[config.mk]
export PLATFORM = sky130hd
export DESIGN_NAME = preemptive_priority_scheduler
export DESIGN_NICKNAME = d
export VERILOG_FILES = /design/src/hdl/pps_pkg.sv /design/src/hdl/pps_slot_ram.sv /design/src/hdl/pps_cmp.sv /design/src/hdl/preemptive_priority_scheduler.sv
export VERILOG_INCLUDE_DIRS = /design/src /design/src/hdl
export SDC_FILE = /design/constraint.sdc
export NUM_CORES = 2
export LEC_CHECK = 0
export ABC_AREA = 1
export BUFFER_PORTS_ARGS = -buffer_cell sky130_fd_sc_hd__buf_2
export CAP_MARGIN = 20
export CORE_MARGIN = 5
export CORE_UTILIZATION = 50
export CTS_CLUSTER_DIAMETER = 50
export DETAILED_ROUTE_END_ITERATION = 7
export PLACE_DENSITY = 0.66
export SLEW_MARGIN = 15
export SYNTH_ARGS = -nofsm -noshare
export SYNTH_HDL_FRONTEND = slang
export SYNTH_SLANG_ARGS = --single-unit
export TNS_END_PERCENT = 50
[constraint.sdc]
create_clock -name aclk -period 10.8 [get_ports aclk]
set_input_delay 1.62 -clock aclk [delete_from_list [all_inputs] [get_ports aclk]]
set_output_delay 1.62 -clock aclk [all_outputs]
set_load 0.01 [all_outputs]
[src/hdl/preemptive_priority_scheduler_macros.svh]
// Assertion macros shared by the scheduler RTL
`ifndef PREEMPTIVE_PRIORITY_SCHEDULER_MACROS_SVH
`define PREEMPTIVE_PRIORITY_SCHEDULER_MACROS_SVH

`ifndef NO_ASSERTIONS

// Same-cycle implication, disabled during reset
`define PPS_ASSERT_IMP(label, clk, rstn, ante, cons) \
    label: assert property (@(posedge clk) disable iff (!(rstn)) (ante) |-> (cons)) \
        else $error("scheduler assertion failed");

// Next-cycle implication, disabled during reset
`define PPS_ASSERT_NXT(label, clk, rstn, ante, cons) \
    label: assert property (@(posedge clk) disable iff (!(rstn)) (ante) |=> (cons)) \
        else $error("scheduler assertion failed");

`else

`define PPS_ASSERT_IMP(label, clk, rstn, ante, cons)

`define PPS_ASSERT_NXT(label, clk, rstn, ante, cons)

`endif

`endif

[src/hdl/pps_pkg.sv]
// Shared types and constants of the preemptive priority scheduler
package pps_pkg;

    localparam int SLOTS  = 16;
    localparam int IDX_W  = $clog2(SLOTS);
    localparam int CNT_W  = $clog2(SLOTS + 1);
    localparam int TIME_W = 24;

    localparam logic [TIME_W-1:0] TIME_MAX = {TIME_W{1'b1}};
    localparam logic [CNT_W-1:0]  SLOTS_CNT = CNT_W'(SLOTS);

    // Action codes of an input beat
    localparam logic [1:0] ACT_ADD   = 2'd0;
    localparam logic [1:0] ACT_TICK  = 2'd1;
    localparam logic [1:0] ACT_CLEAR = 2'd2;

    // Status codes of a result beat
    localparam logic [2:0] STS_ADDED    = 3'd0;
    localparam logic [2:0] STS_REJECTED = 3'd1;
    localparam logic [2:0] STS_RAN      = 3'd2;
    localparam logic [2:0] STS_IDLE     = 3'd3;
    localparam logic [2:0] STS_CLEARED  = 3'd4;

    typedef struct packed {
        logic [7:0]  job_id;
        logic [15:0] arrival;
        logic [7:0]  prio;
        logic [15:0] remaining;
        logic [15:0] burst;
    } slot_t;

endpackage

[src/hdl/pps_slot_ram.sv]
// Job table memory: one write port, one registered read port
module pps_slot_ram (
    input  logic                  clk,
    input  logic                  we,
    input  logic [pps_pkg::IDX_W-1:0] waddr,
    input  pps_pkg::slot_t        wdata,
    input  logic [pps_pkg::IDX_W-1:0] raddr,
    output pps_pkg::slot_t        rdata
);
    import pps_pkg::*;

    slot_t mem [SLOTS];
    slot_t rdata_reg;

    always_ff @(posedge clk) begin
        if (we) begin
            mem[waddr] <= wdata;
        end
        rdata_reg <= mem[raddr];
    end

    assign rdata = rdata_reg;

endmodule

[src/hdl/pps_cmp.sv]
// Shared compare unit: does the candidate slot beat the best one so far
module pps_cmp (
    input  pps_pkg::slot_t             cand,
    input  pps_pkg::slot_t             best,
    input  logic                       best_found,
    input  logic [pps_pkg::TIME_W-1:0] now,
    output logic                       take
);
    import pps_pkg::*;

    logic eligible;
    logic better;

    always_comb begin
        eligible = (cand.remaining != 16'd0) && ({8'd0, cand.arrival} <= now);
        // Full tie keeps the earlier slot, which is the earlier add
        if (cand.prio != best.prio) begin
            better = cand.prio < best.prio;
        end else begin
            better = cand.arrival < best.arrival;
        end
        take = eligible && (!best_found || better);
    end

endmodule

[src/hdl/preemptive_priority_scheduler.sv]
// Top level of the preemptive priority scheduler: sequencer, table and output register
// Add and clear beats: the result is staged, then put in the output register by the
// deliver state once that is free; the next beat is taken back in idle. Tick beats: a
// scan of the filled slots (read, compare, drain), then update and delivery likewise.
// A result may wait in the output register while the next beat runs; a second holds delivery.
// aresetn (synchronous, active low) empties the table and zeroes time; no clearing pass.
`include "preemptive_priority_scheduler_macros.svh"

module preemptive_priority_scheduler (
    input  logic        aclk,
    input  logic        aresetn,
    input  logic        s_valid,
    output logic        s_ready,
    input  logic [1:0]  s_action,
    input  logic [7:0]  s_job_id,
    input  logic [15:0] s_arrival_tick,
    input  logic [15:0] s_burst_units,
    input  logic [7:0]  s_prio_level,
    output logic        m_valid,
    input  logic        m_ready,
    output logic [2:0]  m_status,
    output logic [7:0]  m_ran_id,
    output logic        m_finished,
    output logic [23:0] m_tick_now,
    output logic [23:0] m_turnaround,
    output logic [23:0] m_waiting
);
    import pps_pkg::*;

    // Sequencer states, one-hot
    typedef enum logic [3:0] {
        ST_IDLE    = 4'b0001,
        ST_SCAN    = 4'b0010,
        ST_UPDATE  = 4'b0100,
        ST_DELIVER = 4'b1000
    } state_t;

    state_t state_reg, state_next;

    // Fill count stands in for the valid bits: slots fill in order, only clear or reset empties them
    logic [CNT_W-1:0]  cnt_reg, cnt_next;
    logic [TIME_W-1:0] time_reg, time_next;
    logic [TIME_W-1:0] fin_time_reg, fin_time_next;

    // Scan pipeline: issue index, then compare in the next cycle on the registered read data
    logic [CNT_W-1:0]  scan_idx_reg, scan_idx_next;
    logic              pend_reg, pend_next;
    logic [IDX_W-1:0]  rd_idx_reg, rd_idx_next;

    // Best candidate so far
    logic              found_reg, found_next;
    logic [IDX_W-1:0]  best_idx_reg, best_idx_next;
    slot_t             best_reg, best_next;

    // Result under construction
    logic [2:0]        res_status_reg, res_status_next;
    logic [7:0]        res_ran_reg, res_ran_next;
    logic              res_fin_reg, res_fin_next;
    logic [TIME_W-1:0] res_now_reg, res_now_next;
    logic [TIME_W-1:0] res_tat_reg, res_tat_next;
    logic [15:0]       res_burst_reg, res_burst_next;

    // Output register
    logic              m_valid_reg, m_valid_next;
    logic [2:0]        m_status_reg, m_status_next;
    logic [7:0]        m_ran_reg, m_ran_next;
    logic              m_fin_reg, m_fin_next;
    logic [TIME_W-1:0] m_now_reg, m_now_next;
    logic [TIME_W-1:0] m_tat_reg, m_tat_next;
    logic [TIME_W-1:0] m_wt_reg, m_wt_next;

    // Table port signals
    logic              ram_we;
    logic [IDX_W-1:0]  ram_waddr;
    slot_t             ram_wdata;
    logic [IDX_W-1:0]  ram_raddr;
    slot_t             ram_rdata;
    logic              cmp_take;

    logic              in_beat;
    logic              out_free;
    logic              scan_more;
    logic [TIME_W-1:0] wt_val;

    // Beat classes watched by the checks at the end
    logic              tick_beat;
    logic              full_add_beat;
    logic              full_held;

    pps_slot_ram u_ram (
        .clk   (aclk),
        .we    (ram_we),
        .waddr (ram_waddr),
        .wdata (ram_wdata),
        .raddr (ram_raddr),
        .rdata (ram_rdata)
    );

    pps_cmp u_cmp (
        .cand       (ram_rdata),
        .best       (best_reg),
        .best_found (found_reg),
        .now        (time_reg),
        .take       (cmp_take)
    );

    assign s_ready   = (state_reg == ST_IDLE);
    assign in_beat   = s_valid && s_ready;
    assign out_free  = !m_valid_reg || m_ready;
    assign scan_more = (scan_idx_reg < cnt_reg);
    assign ram_raddr = scan_idx_reg[IDX_W-1:0];

    assign tick_beat     = in_beat && (s_action == ACT_TICK);
    assign full_add_beat = in_beat && (s_action == ACT_ADD) && (cnt_reg == SLOTS_CNT);
    assign full_held     = (res_status_reg == STS_REJECTED) && (cnt_reg == SLOTS_CNT);

    // Waiting floors at zero once time has saturated
    assign wt_val = (res_tat_reg > {8'd0, res_burst_reg})
                  ? (res_tat_reg - {8'd0, res_burst_reg}) : '0;

    always_comb begin
        state_next      = state_reg;
        cnt_next        = cnt_reg;
        time_next       = time_reg;
        fin_time_next   = fin_time_reg;
        scan_idx_next   = scan_idx_reg;
        pend_next       = pend_reg;
        rd_idx_next     = rd_idx_reg;
        found_next      = found_reg;
        best_idx_next   = best_idx_reg;
        best_next       = best_reg;
        res_status_next = res_status_reg;
        res_ran_next    = res_ran_reg;
        res_fin_next    = res_fin_reg;
        res_now_next    = res_now_reg;
        res_tat_next    = res_tat_reg;
        res_burst_next  = res_burst_reg;
        ram_we          = 1'b0;
        ram_waddr       = cnt_reg[IDX_W-1:0];
        ram_wdata       = '{job_id: s_job_id, arrival: s_arrival_tick, prio: s_prio_level,
                            remaining: s_burst_units, burst: s_burst_units};

        // Drain the output register once the beat is taken
        m_valid_next  = m_valid_reg && !m_ready;
        m_status_next = m_status_reg;
        m_ran_next    = m_ran_reg;
        m_fin_next    = m_fin_reg;
        m_now_next    = m_now_reg;
        m_tat_next    = m_tat_reg;
        m_wt_next     = m_wt_reg;

        case (state_reg)
            ST_IDLE: begin
                if (in_beat) begin
                    res_ran_next   = '0;
                    res_fin_next   = 1'b0;
                    res_now_next   = '0;
                    res_tat_next   = '0;
                    res_burst_next = '0;
                    case (s_action)
                        ACT_ADD: begin
                            // Reject zero burst or full table, else store in next free slot
                            if (s_burst_units == 16'd0 || cnt_reg == SLOTS_CNT) begin
                                res_status_next = STS_REJECTED;
                            end else begin
                                ram_we          = 1'b1;
                                cnt_next        = cnt_reg + 1'b1;
                                res_status_next = STS_ADDED;
                            end
                            state_next = ST_DELIVER;
                        end
                        ACT_TICK: begin
                            // Precompute the saturated finish time for the update step
                            fin_time_next = (time_reg == TIME_MAX) ? time_reg
                                          : time_reg + 1'b1;
                            scan_idx_next = '0;
                            pend_next     = 1'b0;
                            found_next    = 1'b0;
                            state_next    = ST_SCAN;
                        end
                        ACT_CLEAR: begin
                            cnt_next        = '0;
                            time_next       = '0;
                            res_status_next = STS_CLEARED;
                            state_next      = ST_DELIVER;
                        end
                        default: begin
                            // Unused action: drop, no result
                            state_next = ST_IDLE;
                        end
                    endcase
                end
            end
            ST_SCAN: begin
                // Issue one read per filled slot
                if (scan_more) begin
                    scan_idx_next = scan_idx_reg + 1'b1;
                    rd_idx_next   = scan_idx_reg[IDX_W-1:0];
                    pend_next     = 1'b1;
                end else begin
                    pend_next = 1'b0;
                end
                // Compare the slot read in the previous cycle
                if (pend_reg && cmp_take) begin
                    found_next    = 1'b1;
                    best_idx_next = rd_idx_reg;
                    best_next     = ram_rdata;
                end
                if (!scan_more && !pend_reg) begin
                    state_next = ST_UPDATE;
                end
            end
            ST_UPDATE: begin
                time_next    = fin_time_reg;
                res_now_next = time_reg;
                if (found_reg) begin
                    ram_we              = 1'b1;
                    ram_waddr           = best_idx_reg;
                    ram_wdata           = best_reg;
                    ram_wdata.remaining = best_reg.remaining - 1'b1;
                    res_status_next     = STS_RAN;
                    res_ran_next        = best_reg.job_id;
                    if (best_reg.remaining == 16'd1) begin
                        res_fin_next   = 1'b1;
                        res_tat_next   = fin_time_reg - {8'd0, best_reg.arrival};
                        res_burst_next = best_reg.burst;
                    end
                end else begin
                    res_status_next = STS_IDLE;
                end
                state_next = ST_DELIVER;
            end
            ST_DELIVER: begin
                // Hold until the output register is free
                if (out_free) begin
                    m_valid_next  = 1'b1;
                    m_status_next = res_status_reg;
                    m_ran_next    = res_ran_reg;
                    m_fin_next    = res_fin_reg;
                    m_now_next    = res_now_reg;
                    m_tat_next    = res_tat_reg;
                    m_wt_next     = wt_val;
                    state_next    = ST_IDLE;
                end
            end
            default: begin
                state_next = ST_IDLE;
            end
        endcase
    end

    always_ff @(posedge aclk) begin
        if (!aresetn) begin
            state_reg   <= ST_IDLE;
            cnt_reg     <= '0;
            time_reg    <= '0;
            pend_reg    <= 1'b0;
            found_reg   <= 1'b0;
            m_valid_reg <= 1'b0;
        end else begin
            state_reg   <= state_next;
            cnt_reg     <= cnt_next;
            time_reg    <= time_next;
            pend_reg    <= pend_next;
            found_reg   <= found_next;
            m_valid_reg <= m_valid_next;
        end
    end

    always_ff @(posedge aclk) begin
        fin_time_reg   <= fin_time_next;
        scan_idx_reg   <= scan_idx_next;
        rd_idx_reg     <= rd_idx_next;
        best_idx_reg   <= best_idx_next;
        best_reg       <= best_next;
        res_status_reg <= res_status_next;
        res_ran_reg    <= res_ran_next;
        res_fin_reg    <= res_fin_next;
        res_now_reg    <= res_now_next;
        res_tat_reg    <= res_tat_next;
        res_burst_reg  <= res_burst_next;
        m_status_reg   <= m_status_next;
        m_ran_reg      <= m_ran_next;
        m_fin_reg      <= m_fin_next;
        m_now_reg      <= m_now_next;
        m_tat_reg      <= m_tat_next;
        m_wt_reg       <= m_wt_next;
    end

    assign m_valid      = m_valid_reg;
    assign m_status     = m_status_reg;
    assign m_ran_id     = m_ran_reg;
    assign m_finished   = m_fin_reg;
    assign m_tick_now   = m_now_reg;
    assign m_turnaround = m_tat_reg;
    assign m_waiting    = m_wt_reg;

    // A tick beat always starts a table scan
    `PPS_ASSERT_NXT(a_tick_scans, aclk, aresetn, tick_beat, state_reg == ST_SCAN)

    // Time must not move while the table is being scanned
    `PPS_ASSERT_NXT(a_time_frozen, aclk, aresetn, state_reg == ST_SCAN, time_reg == $past(time_reg))

    // An add to a full table is rejected and leaves the fill count alone
    `PPS_ASSERT_NXT(a_full_reject, aclk, aresetn, full_add_beat, full_held)

    // A completed job is only ever reported on a run tick
    `PPS_ASSERT_IMP(a_fin_ran, aclk, aresetn, m_valid && m_finished, m_status == STS_RAN)

endmodule
; ---- After elaboration in Yosys (flattened, before gate mapping)
; Memories as Yosys holds them, arrays and structs flattened. A register that Yosys moved wholly into a read port is not among the register bits.
; Index checks and enable logic that the tools add are counted.
[word_totals]
ff_bits = 297
mem_bits_rw = 1024
input_bits = 54
output_inout_bits = 86
wordCells = 151
n_memories = 1
[memory_table]
columns = memory, depth, width, rd, rd_ports_with_merged_regs, write_ports, line
row1 = u_ram.mem, 16, 64, 1, 1, 1, pps_slot_ram.sv:12  ; slot_t mem [SLOTS];
[classes]
n_addsub = 6
order_cmp = 5
eq_ne = 21
muxes = 56
n_reduce_logical = 35
[ops]
columns = cell, n
row1 = 24-bit two-way mux, 6
row2 = 24-bit case mux with 2 select lines, 3
row3 = 64-bit two-way mux, 2
row4 = 16-bit two-way mux, 3
row5 = 24-bit by 16-bit subtractor with 24-bit output, 2
row6 = 16-bit case mux with 2 select lines, 1
row7 = 24-bit by 1-bit adder with 24-bit output (second input constant), 1
row8 = 24-bit == test (second input constant), 1
row9 = 24-bit by 16-bit > comparator with 1-bit output, 1
row10 = 16-bit by 24-bit <= comparator with 1-bit output, 1
row11 = 4-bit two-way mux, 5
row12 = 5-bit two-way mux, 4
row13 = 5-bit case mux with 2 select lines, 2
row14 = 1-bit two-way mux, 18
row15 = 3-bit AND reduction, 6
row16 = 16-bit by 1-bit == test with 1-bit output (second input constant), 1
row17 = 16-bit logical NOT, 1
row18 = 16-bit < comparator, 1
row19 = 8-bit two-way mux, 2
row20 = 4-bit case mux with 4 select lines, 1
row21 = 8-bit case mux with 2 select lines, 1
row22 = 4-bit AND reduction, 4
row23 = 16-bit nonzero test, 1
row24 = 16-bit by 1-bit subtractor with 16-bit output (second input constant), 1
row25 = other kinds (25), 54

; ---- Longest topological paths before layout
[logic_depth]
depth_word = 8
depth_mapped = 14
ltp_nobuf = 14

; ---- Hierarchy
; A second synthesis with hierarchy kept.
[unflattened]
hier_cells = 6084
hier_area_um2 = 61492.7
[by_module_without_submodules]
columns = mod, n_inst, cells_each, area_per_inst_um2, seq_area_each_um2
row1 = pps_slot_ram, 1, 4210, 45258.4, 32030.7
row2 = preemptive_priority_scheduler, 1, 1693, 15122.0, 8558.2
row3 = pps_cmp, 1, 181, 1112.3, 0.0

; ---- Worst setup path after synthesis
; Ideal clock, no wire load.
[synth_path]
kind = input to register
start = in m_ready
end = reg m_fin_reg, in the netlist m_finished, enable pin
setup_ps = 555
arrival_time_ps = 5759
required_ps = 10245
path_slack_ps = 4486
cell_stages = 2
path_buffers = 0
path_cell_list = inv_1 > a21oi_1
[synth_via]
elab_chain_cells = 2
[synth_rtl]
columns = element, line
row1 = start: declaration, preemptive_priority_scheduler.sv:20  ; input logic m_ready,
row2 = 1-bit logical OR, preemptive_priority_scheduler.sv:109  ; assign out_free = !m_valid_reg || m_ready;
row3 = 2-bit AND reduction (no source line), -
row4 = end signal: assignment, preemptive_priority_scheduler.sv:284  ; m_fin_reg <= m_fin_next;
row5 = end: declaration, preemptive_priority_scheduler.sv:67  ; logic m_fin_reg, m_fin_next;
; Every way passes these cells.
; A chain may end at the register's enable or synchronous reset.

; ---- Final worst setup path
[layout_path]
start = reg state_reg[1]
end = mem u_ram.mem[12][62] (netlist bit), enable pin
[layout_via]
elab_chain_cells = 6
word_cells_on_any_way = 8
classes_between = eq/ne: 2 / mux: 5 / reduce/logical: 1
[layout_rtl]
columns = element, line
row1 = start: declaration, preemptive_priority_scheduler.sv:38  ; state_t state_reg, state_next;
row2 = start signal: assignment, preemptive_priority_scheduler.sv:261  ; state_reg <= state_next;
row3 = 4-bit by 1-bit == test with 1-bit output, "preemptive_priority_scheduler.sv:107, preemptive_priority_scheduler.sv:152"
row4 = 1-bit logical AND, preemptive_priority_scheduler.sv:108  ; assign in_beat = s_valid && s_ready;
row5 = 1-bit two-way mux, preemptive_priority_scheduler.sv:154  ; if (in_beat) begin
row6 = 1-bit case mux with 2 select lines, preemptive_priority_scheduler.sv:152  ; case (state_reg)
row7 = 1-bit two-way mux, pps_slot_ram.sv:16  ; if (we) begin
row8 = 1-bit two-way mux (not written as such), pps_slot_ram.sv:17  ; mem[waddr] <= wdata;
row9 = end: declaration, pps_slot_ram.sv:12
; Parallel ways exist; a longest one is shown, timed or not.

==> impl_metrics.csv <==
group,metric,value,unit
worst_setup_path,critPathLaunchType,"register",
power,p_total,11.47,mW
die,coreArea,111000,um2
finish,instances_no_fill,6101,
power,p_leak,22.03,nW
power,ir_drop,0.0001603,V
detailed_routing,drtPass1Iterations,6,
yosys,ys_ff_latch,1385,
clock_tree,cts_buffer_depth,3,
yosys,synthFlopType,"edfxtp_1",
yosys,synth_cells,4334,
sta,fin_crit_sh,0.4673,
grt,grt_max_degree,218,
grt,grt_pass1_vias,34263,
worst_setup_path,path_class,"reg -> reg",
die,die_x,344.5,um
worst_setup_path,cp_top_family,"buffers and inverters",
yosys,ys_warn_count,0,
detailed_routing,ant_nets,0,
detailed_routing,drt_iter0_drc,3661,
sta,min_period,5.047,ns
die,num_io_pins,140,
clock_tree,htreeDepth,4,
sta,slew_violations,0,
finish,fillers,8780,
worst_setup_path,path_common_cell,"buf_4",
finish,nets,4631,
clock_tree,cts_sinks,1385,
placement,dp_cells,5825,
finish,finalInstanceArea,63190,um2
yosys,yosys-top-cells-area,"edfxtp_1, nor2_1, dfxtp_1",
worst_setup_path,cp_data_required_time,11.17,ns
power,powerDensity,181.5,nW/um2
yosys,synth_area_leader_cell,"edfxtp_1",
detailed_routing,wl,139.5,mm
worst_setup_path,cp-end-kind,"register",
yosys,synthArstFlopShare,0,
finish,final_common_cell,"edfxtp_1",
clock_tree,worstSkewPairLatency,0.76,ns
yosys,synth_cell_type_count,54,
detailed_routing,route.vias.total,35357,
yosys,ys_seq_area_frac,0.7254,
placement,dp_hpwl,81.07,mm
finish,seq_area,40590,um2
die,rows,122,
finish,most-common-layout-cells,"edfxtp_1, nor2_1, nand2_1, o21ai_0, inv_1",
finish,drive_gt1_frac,0.1072,
placement,gp_congestion,0.8809,
placement,port-buffer-count,139,
sta,fin_skew,0.03899,ns
worst_setup_path,crit_slowest_cell,"buf_4",
worst_setup_path,crit_arrival,5.41,ns
sta,rsz0062_at_grt,"false",
grt,gr-total-overflow,0,
finish,multiInputGateArea,13700,um2
clock_tree,cts_made_buffers,145,
sta,fmax,198.1,MHz
finish,area_growth,12.93,%
die,start_util,0.5042,
sta,setup_viol,0,
worst_setup_path,cp_slowest_stage_delay,0.81,ns
worst_setup_path,path_cells,"inv_2, nand4_4, buf_4, nor2_8, inv_4, buf_4, o21ai_1, or2_1, inv_1, nand2_1, nor2_4, buf_4",
clock_tree,clockRootBuffer,"clkbuf_16",
status,status,"finished clean",
yosys,syn_area_per_cell,12.91,um2
grt,grt_pass1_wl,209.9,mm
clock_tree,cts_hold_buf,0,
clock_tree,cts_resized,0,
detailed_routing,via_per_inst,5.795,
placement,dpl_cell_area,58400,um2
clock_tree,cts_setup_buffers,0,
die,fp.dieH,344.5,um
min_path,hold_path.class,"reg -> reg",
worst_setup_path,cp_max_fo,59,
finish,largest_reg_flops,1024,
clock_tree,cts_tree,"yes",
yosys,netlist_area,55960,um2
sta,finalSetupTns,0,ns
grt,antenna_found_initial,4,
finish,postLayoutCoreUtil,0.5694,
die,dieArea,118700,um2
yosys,synth_edf_count,1285,
sta,relSlewSlack,0.2263,
sta,hold_viol,0,
yosys,synth_top_cell_area_share,0.6896,
worst_setup_path,crit_buf_inv,6,
grt,grt.total_usage,0.2329,
detailed_routing,avgRoutedWirePerCell,22.86,um
detailed_routing,drc,0,
sta,worst_pin_slew,1.160,ns
yosys,mappedNetlistNets,4471,
clock_tree,clkTransAtPathRegs,0.06,ns
flow_run,drv_cap,0,
path summary, 6_finish.rpt:
check / slack (ns) / endpoint / start / cells after the start
setup / recovery: 5.75 / u_ram.mem[12][62]$_DFFE_PP_ / state_reg[1]$_SDFFE_PN0P_ / 12
hold / removal: 0.39 / best_reg[63]$_DFFE_PP_ / u_ram.rdata[63]$_DFF_P_ / 0
setup reg to reg: 5.75 / u_ram.mem[12][62]$_DFFE_PP_ / state_reg[1]$_SDFFE_PN0P_ / 12
hold reg to reg: 0.39 / best_reg[63]$_DFFE_PP_ / u_ram.rdata[63]$_DFF_P_ / 0
cell usage after synthesis (all sizes together), types with 2 or more instances:
cell type  instances
dfxtp            100
a21oi            115
a21o               6
edfxtp          1285
inv              227
mux2i            110
and2               2
o21ai            365
xor2              29
nand3            177
o21a               2
o21bai             3
a21boi             2
ha                81
nor2             742
or2               10
nand3b             6
o32ai            147
fa                 2
o221ai           110
o211ai            19
nand2            489
nor3              26
nor4              12
buf               81
nand4             28
clkbuf           140
xnor2             11
per-stage QoR:
| stage | hold slack (ns) | worst slack (ns) |
|---|---|---|
| after floorplan | 0.3855 | 4.486 |
| after CTS | 0.3971 | 5.780 |
| after global placement | 0.3872 | 5.689 |
| after detailed placement | 0.3887 | 5.591 |
| after global routing | 0.4066 | 5.565 |
| final | 0.3928 | 5.753 |
report_power, final:
part	switching, mW	leakage (nW)	internal, mW	total, mW
sequential	0.0419	12.5	5.95	5.99
combinational	0.459	7.32	0.197	0.656
clock	2.09	2.24	2.74	4.82
total	2.59	22.0	8.88	11.5
cell families (layout without fill, tap and decap cells):
group / Yosys count / after routing / share of synthesized area
other cells: 0 / 3 / 0
flops: 1385 / 1385 / 0.7254
mux: 110 / 110 / 0.01968
xor+xnor: 40 / 40 / 0.006261
compound gates: 773 / 773 / 0.08830
simple gates: 1494 / 1494 / 0.1093
fa+ha+maj: 83 / 83 / 0.01883
buf+inv: 449 / 725 / 0.03227
routing by layer:
metal / track usage / up-vias / share of wire
li1: - / 16184 / -
met1: 0.3244 / 17476 / 0.42
met5: 0 / - / 0.00016
met3: 0.04456 / 240 / 0.078
met2: 0.3746 / 1453 / 0.47
met4: 0.07432 / 4 / 0.028
final cells by class:
class | count | share of cell area
Multi-Input combinational cell | 2500 | 0.2168
Sequential cell | 1385 | 0.6423
Inverter | 228 | 0.01392
Clock inverter | 76 | 0.01182
Timing Repair Buffer | 234 | 0.02376
Tap cell | 1488 | 0.02946
Antenna cell | 3 | 0.0001188
Clock buffer | 187 | 0.06186
worst reg2reg max path, delay by kind of cell, from the launching register on:
kind | cells | cell delay [ns]
AND/OR/NAND/NOR | 5 | 1.48
AO/OA/AOI/OAI | 1 | 0.22
flip-flops | 1 | 0.43
buffers and inverters | 6 | 2.47
No activity file was read; power rests on OpenSTA's default activity.
